**src/wspid_pkg.sv**
```systemverilog
// Shared widths, register codes, reset values and command types of the wheel speed controller.
package wspid_pkg;

   localparam int TICK_W      = 16;
   localparam int TARGET_W    = 14;
   localparam int GAIN_W      = 10;
   localparam int SLEW_W      = 8;
   localparam int SCALE_W     = 16;
   localparam int DUTY_W      = 7;
   localparam int CMD_W       = 8;
   localparam int ERR_W       = 16;
   localparam int DERR_W      = 17;
   localparam int SUM_W       = 32;
   localparam int CSR_INDEX_W = 3;
   localparam int CSR_DATA_W  = 16;

   localparam int MUL_A_W = 17;
   localparam int MUL_B_W = 33;
   localparam int MUL_P_W = MUL_A_W + MUL_B_W;
   localparam int PROD_W  = 44;
   localparam int ACC_W   = 44;

   localparam logic [GAIN_W-1:0]  GAIN_P_RESET     = 10'd50;
   localparam logic [GAIN_W-1:0]  GAIN_I_RESET     = 10'd15;
   localparam logic [GAIN_W-1:0]  GAIN_D_RESET     = 10'd30;
   localparam logic [SLEW_W-1:0]  SLEW_STEP_RESET  = 8'd10;
   localparam logic [SCALE_W-1:0] TICK_SCALE_RESET = 16'd6687;

   typedef enum logic [CSR_INDEX_W-1:0] {
      CSR_GAIN_P     = 3'd0,
      CSR_GAIN_I     = 3'd1,
      CSR_GAIN_D     = 3'd2,
      CSR_SLEW_STEP  = 3'd3,
      CSR_TICK_SCALE = 3'd4
   } csr_index_type;

   typedef enum logic [1:0] {
      MUL_TICK = 2'd0,
      MUL_P    = 2'd1,
      MUL_I    = 2'd2,
      MUL_D    = 2'd3
   } mul_sel_type;

   typedef struct packed {
      logic        ld_in;
      logic        mul_en;
      mul_sel_type mul_sel;
      logic        err_en;
      logic        sum_en;
      logic        acc_load;
      logic        acc_add;
      logic        cmd_en;
      logic        commit;
   } dp_cmd_type;

   typedef struct packed {
      logic [GAIN_W-1:0]  gain_p;
      logic [GAIN_W-1:0]  gain_i;
      logic [GAIN_W-1:0]  gain_d;
      logic [SLEW_W-1:0]  slew_step;
      logic [SCALE_W-1:0] tick_scale;
   } cfg_type;

endpackage

```
**src/wspid_csr.sv**
```systemverilog
// Configuration registers of the wheel speed controller with their reset values.
module wspid_csr
   import wspid_pkg::*;
(
   input  logic                   clock,
   input  logic                   reset,
   input  logic                   csr_write,
   input  logic [CSR_INDEX_W-1:0] csr_index,
   input  logic [CSR_DATA_W-1:0]  csr_data,
   output cfg_type                cfg
);

   cfg_type cfg_ff;

   always_ff @(posedge clock) begin
      if (reset) begin
         cfg_ff.gain_p     <= GAIN_P_RESET;
         cfg_ff.gain_i     <= GAIN_I_RESET;
         cfg_ff.gain_d     <= GAIN_D_RESET;
         cfg_ff.slew_step  <= SLEW_STEP_RESET;
         cfg_ff.tick_scale <= TICK_SCALE_RESET;
      end else if (csr_write) begin
         case (csr_index_type'(csr_index))
            CSR_GAIN_P:     cfg_ff.gain_p     <= csr_data[GAIN_W-1:0];
            CSR_GAIN_I:     cfg_ff.gain_i     <= csr_data[GAIN_W-1:0];
            CSR_GAIN_D:     cfg_ff.gain_d     <= csr_data[GAIN_W-1:0];
            CSR_SLEW_STEP:  cfg_ff.slew_step  <= csr_data[SLEW_W-1:0];
            CSR_TICK_SCALE: cfg_ff.tick_scale <= csr_data[SCALE_W-1:0];
            default: ;
         endcase
      end
   end

   assign cfg = cfg_ff;

endmodule

```
**src/wspid_ctrl.sv**
```systemverilog
// Sequencing state machine of the wheel speed controller.
module wspid_ctrl
   import wspid_pkg::*;
(
   input  logic       clock,
   input  logic       reset,
   input  logic       req_valid,
   output logic       req_stall,
   output logic       rsp_valid,
   input  logic       rsp_stall,
   output dp_cmd_type cmd
);

   typedef enum logic [3:0] {
      ST_IDLE,
      ST_MEAS,
      ST_ERR,
      ST_MUL_P,
      ST_MUL_I,
      ST_MUL_D,
      ST_ACCUM,
      ST_CMD,
      ST_FIN
   } state_type;

   state_type state_ff;
   logic      rsp_valid_ff;
   logic      out_free;

   assign out_free  = !rsp_valid_ff || !rsp_stall;
   assign req_stall = reset || (state_ff != ST_IDLE);
   assign rsp_valid = rsp_valid_ff;

   always_ff @(posedge clock) begin
      if (reset) begin
         state_ff     <= ST_IDLE;
         rsp_valid_ff <= 1'b0;
      end else begin
         if (state_ff == ST_FIN && out_free) begin
            rsp_valid_ff <= 1'b1;
         end else if (!rsp_stall) begin
            rsp_valid_ff <= 1'b0;
         end
         case (state_ff)
            ST_IDLE: begin
               if (req_valid) begin
                  state_ff <= ST_MEAS;
               end
            end
            ST_MEAS:  state_ff <= ST_ERR;
            ST_ERR:   state_ff <= ST_MUL_P;
            ST_MUL_P: state_ff <= ST_MUL_I;
            ST_MUL_I: state_ff <= ST_MUL_D;
            ST_MUL_D: state_ff <= ST_ACCUM;
            ST_ACCUM: state_ff <= ST_CMD;
            ST_CMD:   state_ff <= ST_FIN;
            ST_FIN: begin
               if (out_free) begin
                  state_ff <= ST_IDLE;
               end
            end
            default:  state_ff <= ST_IDLE;
         endcase
      end
   end

   always_comb begin
      cmd = '0;
      cmd.mul_sel = MUL_TICK;
      case (state_ff)
         ST_IDLE: cmd.ld_in = req_valid;
         ST_MEAS: begin
            cmd.mul_en  = 1'b1;
            cmd.mul_sel = MUL_TICK;
         end
         ST_ERR: cmd.err_en = 1'b1;
         ST_MUL_P: begin
            cmd.mul_en  = 1'b1;
            cmd.mul_sel = MUL_P;
            cmd.sum_en  = 1'b1;
         end
         ST_MUL_I: begin
            cmd.mul_en   = 1'b1;
            cmd.mul_sel  = MUL_I;
            cmd.acc_load = 1'b1;
         end
         ST_MUL_D: begin
            cmd.mul_en  = 1'b1;
            cmd.mul_sel = MUL_D;
            cmd.acc_add = 1'b1;
         end
         ST_ACCUM: cmd.acc_add = 1'b1;
         ST_CMD:   cmd.cmd_en  = 1'b1;
         ST_FIN:   cmd.commit  = out_free;
         default: ;
      endcase
   end

endmodule

```
**src/wspid_dp.sv**
```systemverilog
// Datapath of the wheel speed controller: shared multiplier, error sum, PID accumulator and slew limiter.
module wspid_dp
   import wspid_pkg::*;
(
   input  logic                       clock,
   input  logic                       reset,
   input  dp_cmd_type                 cmd,
   input  cfg_type                    cfg,
   input  logic signed [TICK_W-1:0]   req_tick_count,
   input  logic signed [TARGET_W-1:0] req_target_speed,
   output logic [DUTY_W-1:0]          rsp_duty,
   output logic                       rsp_forward,
   output logic signed [CMD_W-1:0]    rsp_clamped_command
);

   localparam logic signed [25:0]    ERR_HI  = 26'sd32767;
   localparam logic signed [25:0]    ERR_LO  = -26'sd32768;
   localparam logic signed [SUM_W-1:0] SUM_MAX = {1'b0, {(SUM_W-1){1'b1}}};
   localparam logic signed [SUM_W-1:0] SUM_MIN = {1'b1, {(SUM_W-1){1'b0}}};
   localparam logic signed [35:0]    CMD_HI  = 36'sd100;
   localparam logic signed [35:0]    CMD_LO  = -36'sd100;

   logic signed [TICK_W-1:0]   tick_ff;
   logic signed [TARGET_W-1:0] target_ff;
   logic signed [MUL_A_W-1:0]  mul_a;
   logic signed [MUL_B_W-1:0]  mul_b;
   logic signed [MUL_P_W-1:0]  mul_full;
   logic signed [PROD_W-1:0]   prod_ff;
   logic signed [32:0]         meas_adj;
   logic signed [24:0]         measured;
   logic signed [25:0]         diff;
   logic signed [ERR_W-1:0]    err_in;
   logic signed [ERR_W-1:0]    err_ff;
   logic signed [32:0]         sum_wide;
   logic signed [SUM_W-1:0]    sum_in;
   logic signed [SUM_W-1:0]    sum_ff;
   logic signed [DERR_W-1:0]   derr_in;
   logic signed [DERR_W-1:0]   derr_ff;
   logic signed [ACC_W-1:0]    acc_ff;
   logic signed [ACC_W-1:0]    acc_adj;
   logic signed [35:0]         quot;
   logic signed [CMD_W-1:0]    cmd_in;
   logic signed [CMD_W-1:0]    cmd_ff;
   logic signed [SUM_W-1:0]    error_sum_ff;
   logic signed [ERR_W-1:0]    prev_err_ff;
   logic signed [CMD_W-1:0]    prev_out_ff;
   logic signed [9:0]          cmd10;
   logic signed [9:0]          prev10;
   logic signed [9:0]          step10;
   logic signed [9:0]          delta;
   logic signed [9:0]          lim10;
   logic signed [CMD_W-1:0]    lim;
   logic signed [CMD_W-1:0]    lim_abs;
   logic [DUTY_W-1:0]          duty_ff;
   logic                       forward_ff;
   logic signed [CMD_W-1:0]    clamped_ff;

   always_comb begin
      case (cmd.mul_sel)
         MUL_TICK: begin
            mul_a = {1'b0, cfg.tick_scale};
            mul_b = {{(MUL_B_W-TICK_W){tick_ff[TICK_W-1]}}, tick_ff};
         end
         MUL_P: begin
            mul_a = {{(MUL_A_W-GAIN_W){1'b0}}, cfg.gain_p};
            mul_b = {{(MUL_B_W-ERR_W){err_ff[ERR_W-1]}}, err_ff};
         end
         MUL_I: begin
            mul_a = {{(MUL_A_W-GAIN_W){1'b0}}, cfg.gain_i};
            mul_b = {{(MUL_B_W-SUM_W){sum_ff[SUM_W-1]}}, sum_ff};
         end
         MUL_D: begin
            mul_a = {{(MUL_A_W-GAIN_W){1'b0}}, cfg.gain_d};
            mul_b = {{(MUL_B_W-DERR_W){derr_ff[DERR_W-1]}}, derr_ff};
         end
         default: begin
            mul_a = '0;
            mul_b = '0;
         end
      endcase
   end

   assign mul_full = mul_a * mul_b;

   // Division by 256 rounds toward zero, so negative values are biased first.
   assign meas_adj = prod_ff[32:0] + (prod_ff[32] ? 33'sd255 : 33'sd0);
   assign measured = meas_adj[32:8];
   assign diff     = {{(26-TARGET_W){target_ff[TARGET_W-1]}}, target_ff}
                   - {measured[24], measured};

   always_comb begin
      if (diff > ERR_HI) begin
         err_in = ERR_HI[ERR_W-1:0];
      end else if (diff < ERR_LO) begin
         err_in = ERR_LO[ERR_W-1:0];
      end else begin
         err_in = diff[ERR_W-1:0];
      end
   end

   assign sum_wide = {error_sum_ff[SUM_W-1], error_sum_ff}
                   + {{(33-ERR_W){err_ff[ERR_W-1]}}, err_ff};
   assign sum_in   = (sum_wide[32] != sum_wide[31]) ? (sum_wide[32] ? SUM_MIN : SUM_MAX)
                                                    : sum_wide[SUM_W-1:0];
   assign derr_in  = {err_ff[ERR_W-1], err_ff} - {prev_err_ff[ERR_W-1], prev_err_ff};

   assign acc_adj = acc_ff + (acc_ff[ACC_W-1] ? 44'sd255 : 44'sd0);
   assign quot    = acc_adj[ACC_W-1:8];

   always_comb begin
      if (quot > CMD_HI) begin
         cmd_in = CMD_HI[CMD_W-1:0];
      end else if (quot < CMD_LO) begin
         cmd_in = CMD_LO[CMD_W-1:0];
      end else begin
         cmd_in = quot[CMD_W-1:0];
      end
   end

   assign cmd10  = {{2{cmd_ff[CMD_W-1]}}, cmd_ff};
   assign prev10 = {{2{prev_out_ff[CMD_W-1]}}, prev_out_ff};
   assign step10 = {2'b00, cfg.slew_step};
   assign delta  = cmd10 - prev10;

   always_comb begin
      if (delta >= step10) begin
         lim10 = prev10 + step10;
      end else if (delta <= -step10) begin
         lim10 = prev10 - step10;
      end else begin
         lim10 = cmd10;
      end
   end

   assign lim     = lim10[CMD_W-1:0];
   assign lim_abs = lim[CMD_W-1] ? -lim : lim;

   always_ff @(posedge clock) begin
      if (cmd.ld_in) begin
         tick_ff   <= req_tick_count;
         target_ff <= req_target_speed;
      end
      if (cmd.mul_en) begin
         prod_ff <= mul_full[PROD_W-1:0];
      end
      if (cmd.err_en) begin
         err_ff <= err_in;
      end
      if (cmd.sum_en) begin
         sum_ff  <= sum_in;
         derr_ff <= derr_in;
      end
      if (cmd.acc_load) begin
         acc_ff <= prod_ff;
      end else if (cmd.acc_add) begin
         acc_ff <= acc_ff + prod_ff;
      end
      if (cmd.cmd_en) begin
         cmd_ff <= cmd_in;
      end
      if (cmd.commit) begin
         duty_ff    <= lim_abs[DUTY_W-1:0];
         forward_ff <= !lim[CMD_W-1];
         clamped_ff <= cmd_ff;
      end
   end

   always_ff @(posedge clock) begin
      if (reset) begin
         error_sum_ff <= '0;
         prev_err_ff  <= '0;
         prev_out_ff  <= '0;
      end else if (cmd.commit) begin
         error_sum_ff <= sum_ff;
         prev_err_ff  <= err_ff;
         prev_out_ff  <= lim;
      end
   end

   assign rsp_duty            = duty_ff;
   assign rsp_forward         = forward_ff;
   assign rsp_clamped_command = clamped_ff;

endmodule

```
**src/wheel_speed_pid_with_slew_limit_unit.sv**
```systemverilog
// Top level of the wheel speed PID controller with output slew limit.
// After a transfer MEAS, ERR, MUL_P, MUL_I, MUL_D, ACCUM and CMD run in order, and
// FIN offers the result once the output is free. Only one item is in work, as the
// single multiplier serves the tick scaling and the three gain products in turn.
// Reset clears the error sum, previous error and previous output, loads the default
// gains and empties the result register; no clearing pass is needed.
module wheel_speed_pid_with_slew_limit_unit
   import wspid_pkg::*;
(
   input  logic                       clock,
   input  logic                       reset,
   input  logic                       req_valid,
   output logic                       req_stall,
   input  logic signed [TICK_W-1:0]   req_tick_count,
   input  logic signed [TARGET_W-1:0] req_target_speed,
   output logic                       rsp_valid,
   input  logic                       rsp_stall,
   output logic [DUTY_W-1:0]          rsp_duty,
   output logic                       rsp_forward,
   output logic signed [CMD_W-1:0]    rsp_clamped_command,
   input  logic                       csr_write,
   input  logic [CSR_INDEX_W-1:0]     csr_index,
   input  logic [CSR_DATA_W-1:0]      csr_data
);

   cfg_type    cfg;
   dp_cmd_type cmd;

   wspid_csr u_csr (
      .clock     (clock),
      .reset     (reset),
      .csr_write (csr_write),
      .csr_index (csr_index),
      .csr_data  (csr_data),
      .cfg       (cfg)
   );

   wspid_ctrl u_ctrl (
      .clock     (clock),
      .reset     (reset),
      .req_valid (req_valid),
      .req_stall (req_stall),
      .rsp_valid (rsp_valid),
      .rsp_stall (rsp_stall),
      .cmd       (cmd)
   );

   wspid_dp u_dp (
      .clock               (clock),
      .reset               (reset),
      .cmd                 (cmd),
      .cfg                 (cfg),
      .req_tick_count      (req_tick_count),
      .req_target_speed    (req_target_speed),
      .rsp_duty            (rsp_duty),
      .rsp_forward         (rsp_forward),
      .rsp_clamped_command (rsp_clamped_command)
   );

endmodule

```
**config.mk**
```make
export PLATFORM = sky130hd
export DESIGN_NAME = wheel_speed_pid_with_slew_limit_unit
export DESIGN_NICKNAME = d
export VERILOG_FILES = /design/src/wspid_pkg.sv /design/src/wspid_csr.sv /design/src/wspid_ctrl.sv /design/src/wspid_dp.sv /design/src/wheel_speed_pid_with_slew_limit_unit.sv
export SDC_FILE = /design/constraint.sdc
export NUM_CORES = 2
export LEC_CHECK = 0
export BUFFER_PORTS_ARGS = -buffer_cell sky130_fd_sc_hd__buf_4
export CORE_AREA = 2 2 287 289
export DETAILED_ROUTE_END_ITERATION = 8
export DIE_AREA = 0 0 289 291
export GPL_TIMING_DRIVEN = 0
export SYNTH_ARGS = -nofsm -noshare
export SYNTH_HDL_FRONTEND = slang
export SYNTH_HIERARCHICAL = 1
export SYNTH_SLANG_ARGS = --single-unit
```
**constraint.sdc**
```tcl
create_clock -name clock -period 16.25 [get_ports clock]
set_clock_uncertainty 0.05 [all_clocks]
set_input_delay 3.25 -clock clock [delete_from_list [all_inputs] [get_ports clock]]
set_output_delay 3.25 -clock clock [all_outputs]
set_load 0.05 [all_outputs]
```
==> metrics.txt <==
failing checks max-capacitance violations; Yosys reg bits about 320; first-pass GRT wire length roughly 170000 microns; die height about 290 microns; WP data arrival 11370 ps; Mapped Cells 4074; sequential share of the synthesized area between 20 and 25%; Sink Count about 320; Avg Cell Area, Syn between 9 and 10 sq um; Post-synth EDFFs 207; Routed Antenna Nets 0; # port buffers 71; DR pass1 iterations 6; most used cell, CP fa_1; CTS resizes 0; Worst path max stage delay between 700 and 800 ps; initial antenna violation count 0; Routed Wire Length between 100000 and 150000 microns; RSZ-0062 raised after global routing no; status finished, violations left; Initial Utilization 46.6%; syn nets 4863; yosys warns 6; Avg WL per Cell approximately 20 microns; core area 81200 sq um; Hold Violations, Final 0; most frequent cells in the layout 696 x inv_1, 458 x fa_1, 365 x nand2_1, 278 x nor2_1, 277 x ha_1; dpl cells ~5200; Clock Latency Late Sink between 500 and 600 ps; Setup Crit Path Kind register to register; Die W approximately 290 microns; DR vias/cell about 5.5; htree depth 2; Top Ports between 70 and 80; Cell variety after synth 96; setup slack, reg-to-reg ~5100 ps; n_diodes 0; initial drt markers about 2000; TritonCTS buffer count between 40 and 50; total track usage 25.7%; ratio of cells with drive above 1 in the final layout 5.91%; vias in the first global route around 29000; CP Max Fanout 10; hold buffer count at CTS 0; area of the mapped netlist 37900 sq um; CTS Root Buffer Type clkbuf_16; pin count of the biggest net entering global routing 45; die area between 80000 and 90000 sq um; max-cap violations 1; design area around 40000 sq um; DP Area 39900 sq um; Site Rows 105; final worst path period share 68.4%; CTS tree built; Final nets 4986; most common cell after layout, fill and taps aside inv_1; Slew @ Worst Pin between 1000 and 1500 ps; Post-CTS Setup Repair Bufs 0; DRC viols 0; CTS max path bufs 3; Primary FF master, synth edfxtp_1; CP Capture Type register; Setup Viol. Count Final 0; HPWL after detailed placement between 80000 and 90000 microns; gr ovfl total 0; Finished Layout Cells 5298; CP max-delay cell a2111oi_0; HP Class register to register; post-route setup TNS 0 ps; Slew HR about 1.3%; crit path buf inv count 9; share of synthesized registers carrying an async set or reset 0%; delay-heaviest family, CP adder cells; Slew Viols, Final 0; CP required approximately 17000 ps; vias just under 30000; Clock transition at path regs approximately 60 ps; Max Freq approximately 0.090 GHz; Final GP Congestion 0.958; Tmin final roughly 11000 ps; Critical Path Source Type register; Layout area overhead 8.88%
## metrics by stage
step           utilization (%)  hold WS [ps]  setup WS [ps]
2_1_floorplan                -           395           7690
3_3_place_gp              48.9           405           5330
3_5_place_dp              49.1           413           5140
4_1_cts                   50.8           423           5110
5_1_grt                   50.8           448           4530
6_report                  50.8           424           5130
## path summary, 6_finish.rpt
path                       from               end  depth (start not counted)
max reg2reg  u_ctrl/state_ff[3]  u_dp/prod_ff[43]                         28
min reg2reg       u_csr/cfg[39]     u_csr/cfg[39]                          2
min               u_csr/cfg[39]     u_csr/cfg[39]                          2
max          u_ctrl/state_ff[3]  u_dp/prod_ff[43]                         28
## area by class of cell
type                    count  area [sq um]
repair buffers             80           651
well taps                1070          1340
fillers                  7682         40000
multi-input cells        2918         26200
clock buffers              55          1170
clock inverters            19           173
flip-flops and latches    322          8520
inverters                 696          2610
plain buffers             138           548
## worst min-delay path, delay by kind of cell (launching register included)
family / cells / cell delay [ps]
flops: 1 / 310
mux: 1 / 50
simple gates: 1 / 60
## cell usage after synthesis, types with 90 or more instances
master,number,area (sq um)
inv_1,696,2610
fa_1,458,9170
nand2_1,365,1370
nor2_1,278,1040
ha_1,277,3470
edfxtp_1,207,6220
o21ai_0,178,891
a21oi_1,156,781
xnor2_1,138,1210
and3_1,120,751
mux2i_1,117,1170
dfxtp_1,115,2300
clkbuf_1,105,394
nand2b_1,94,588
a21o_1,90,676
## layer usage
metal,GRT usage [%],part of all wire (%),vias to the layer above
met5,0,0,-
met4,9.22,4.0,0
met3,3.57,5.7,189
met2,41.2,45,810
met1,35.6,45,14210
li1,-,-,13676
## cells by family after synthesis
logic type                 after synthesis  synth area share, %
adders and majority gates              741                 33.5
buffers and inverters                  834                 8.35
DFF                                    322                 22.5
and+or+nand+nor                       1169                 15.1
AOI/OAI and AO/OA                      661                 11.3
xor gates and xnor gates               199                 4.62
muxes                                  148                 4.58
## state kept, by name (all words and copies together), names as in the netlist, 17 cells and up
name	flops
u_dp/derr_ff	17
u_csr/cfg	54
u_dp/acc_ff	44
u_dp/error_sum_ff	32
u_dp/prod_ff	44
u_dp/sum_ff	32
Power is not shown: default switching activity piles up to over one toggle a cycle in this logic, so the estimate is an artifact.
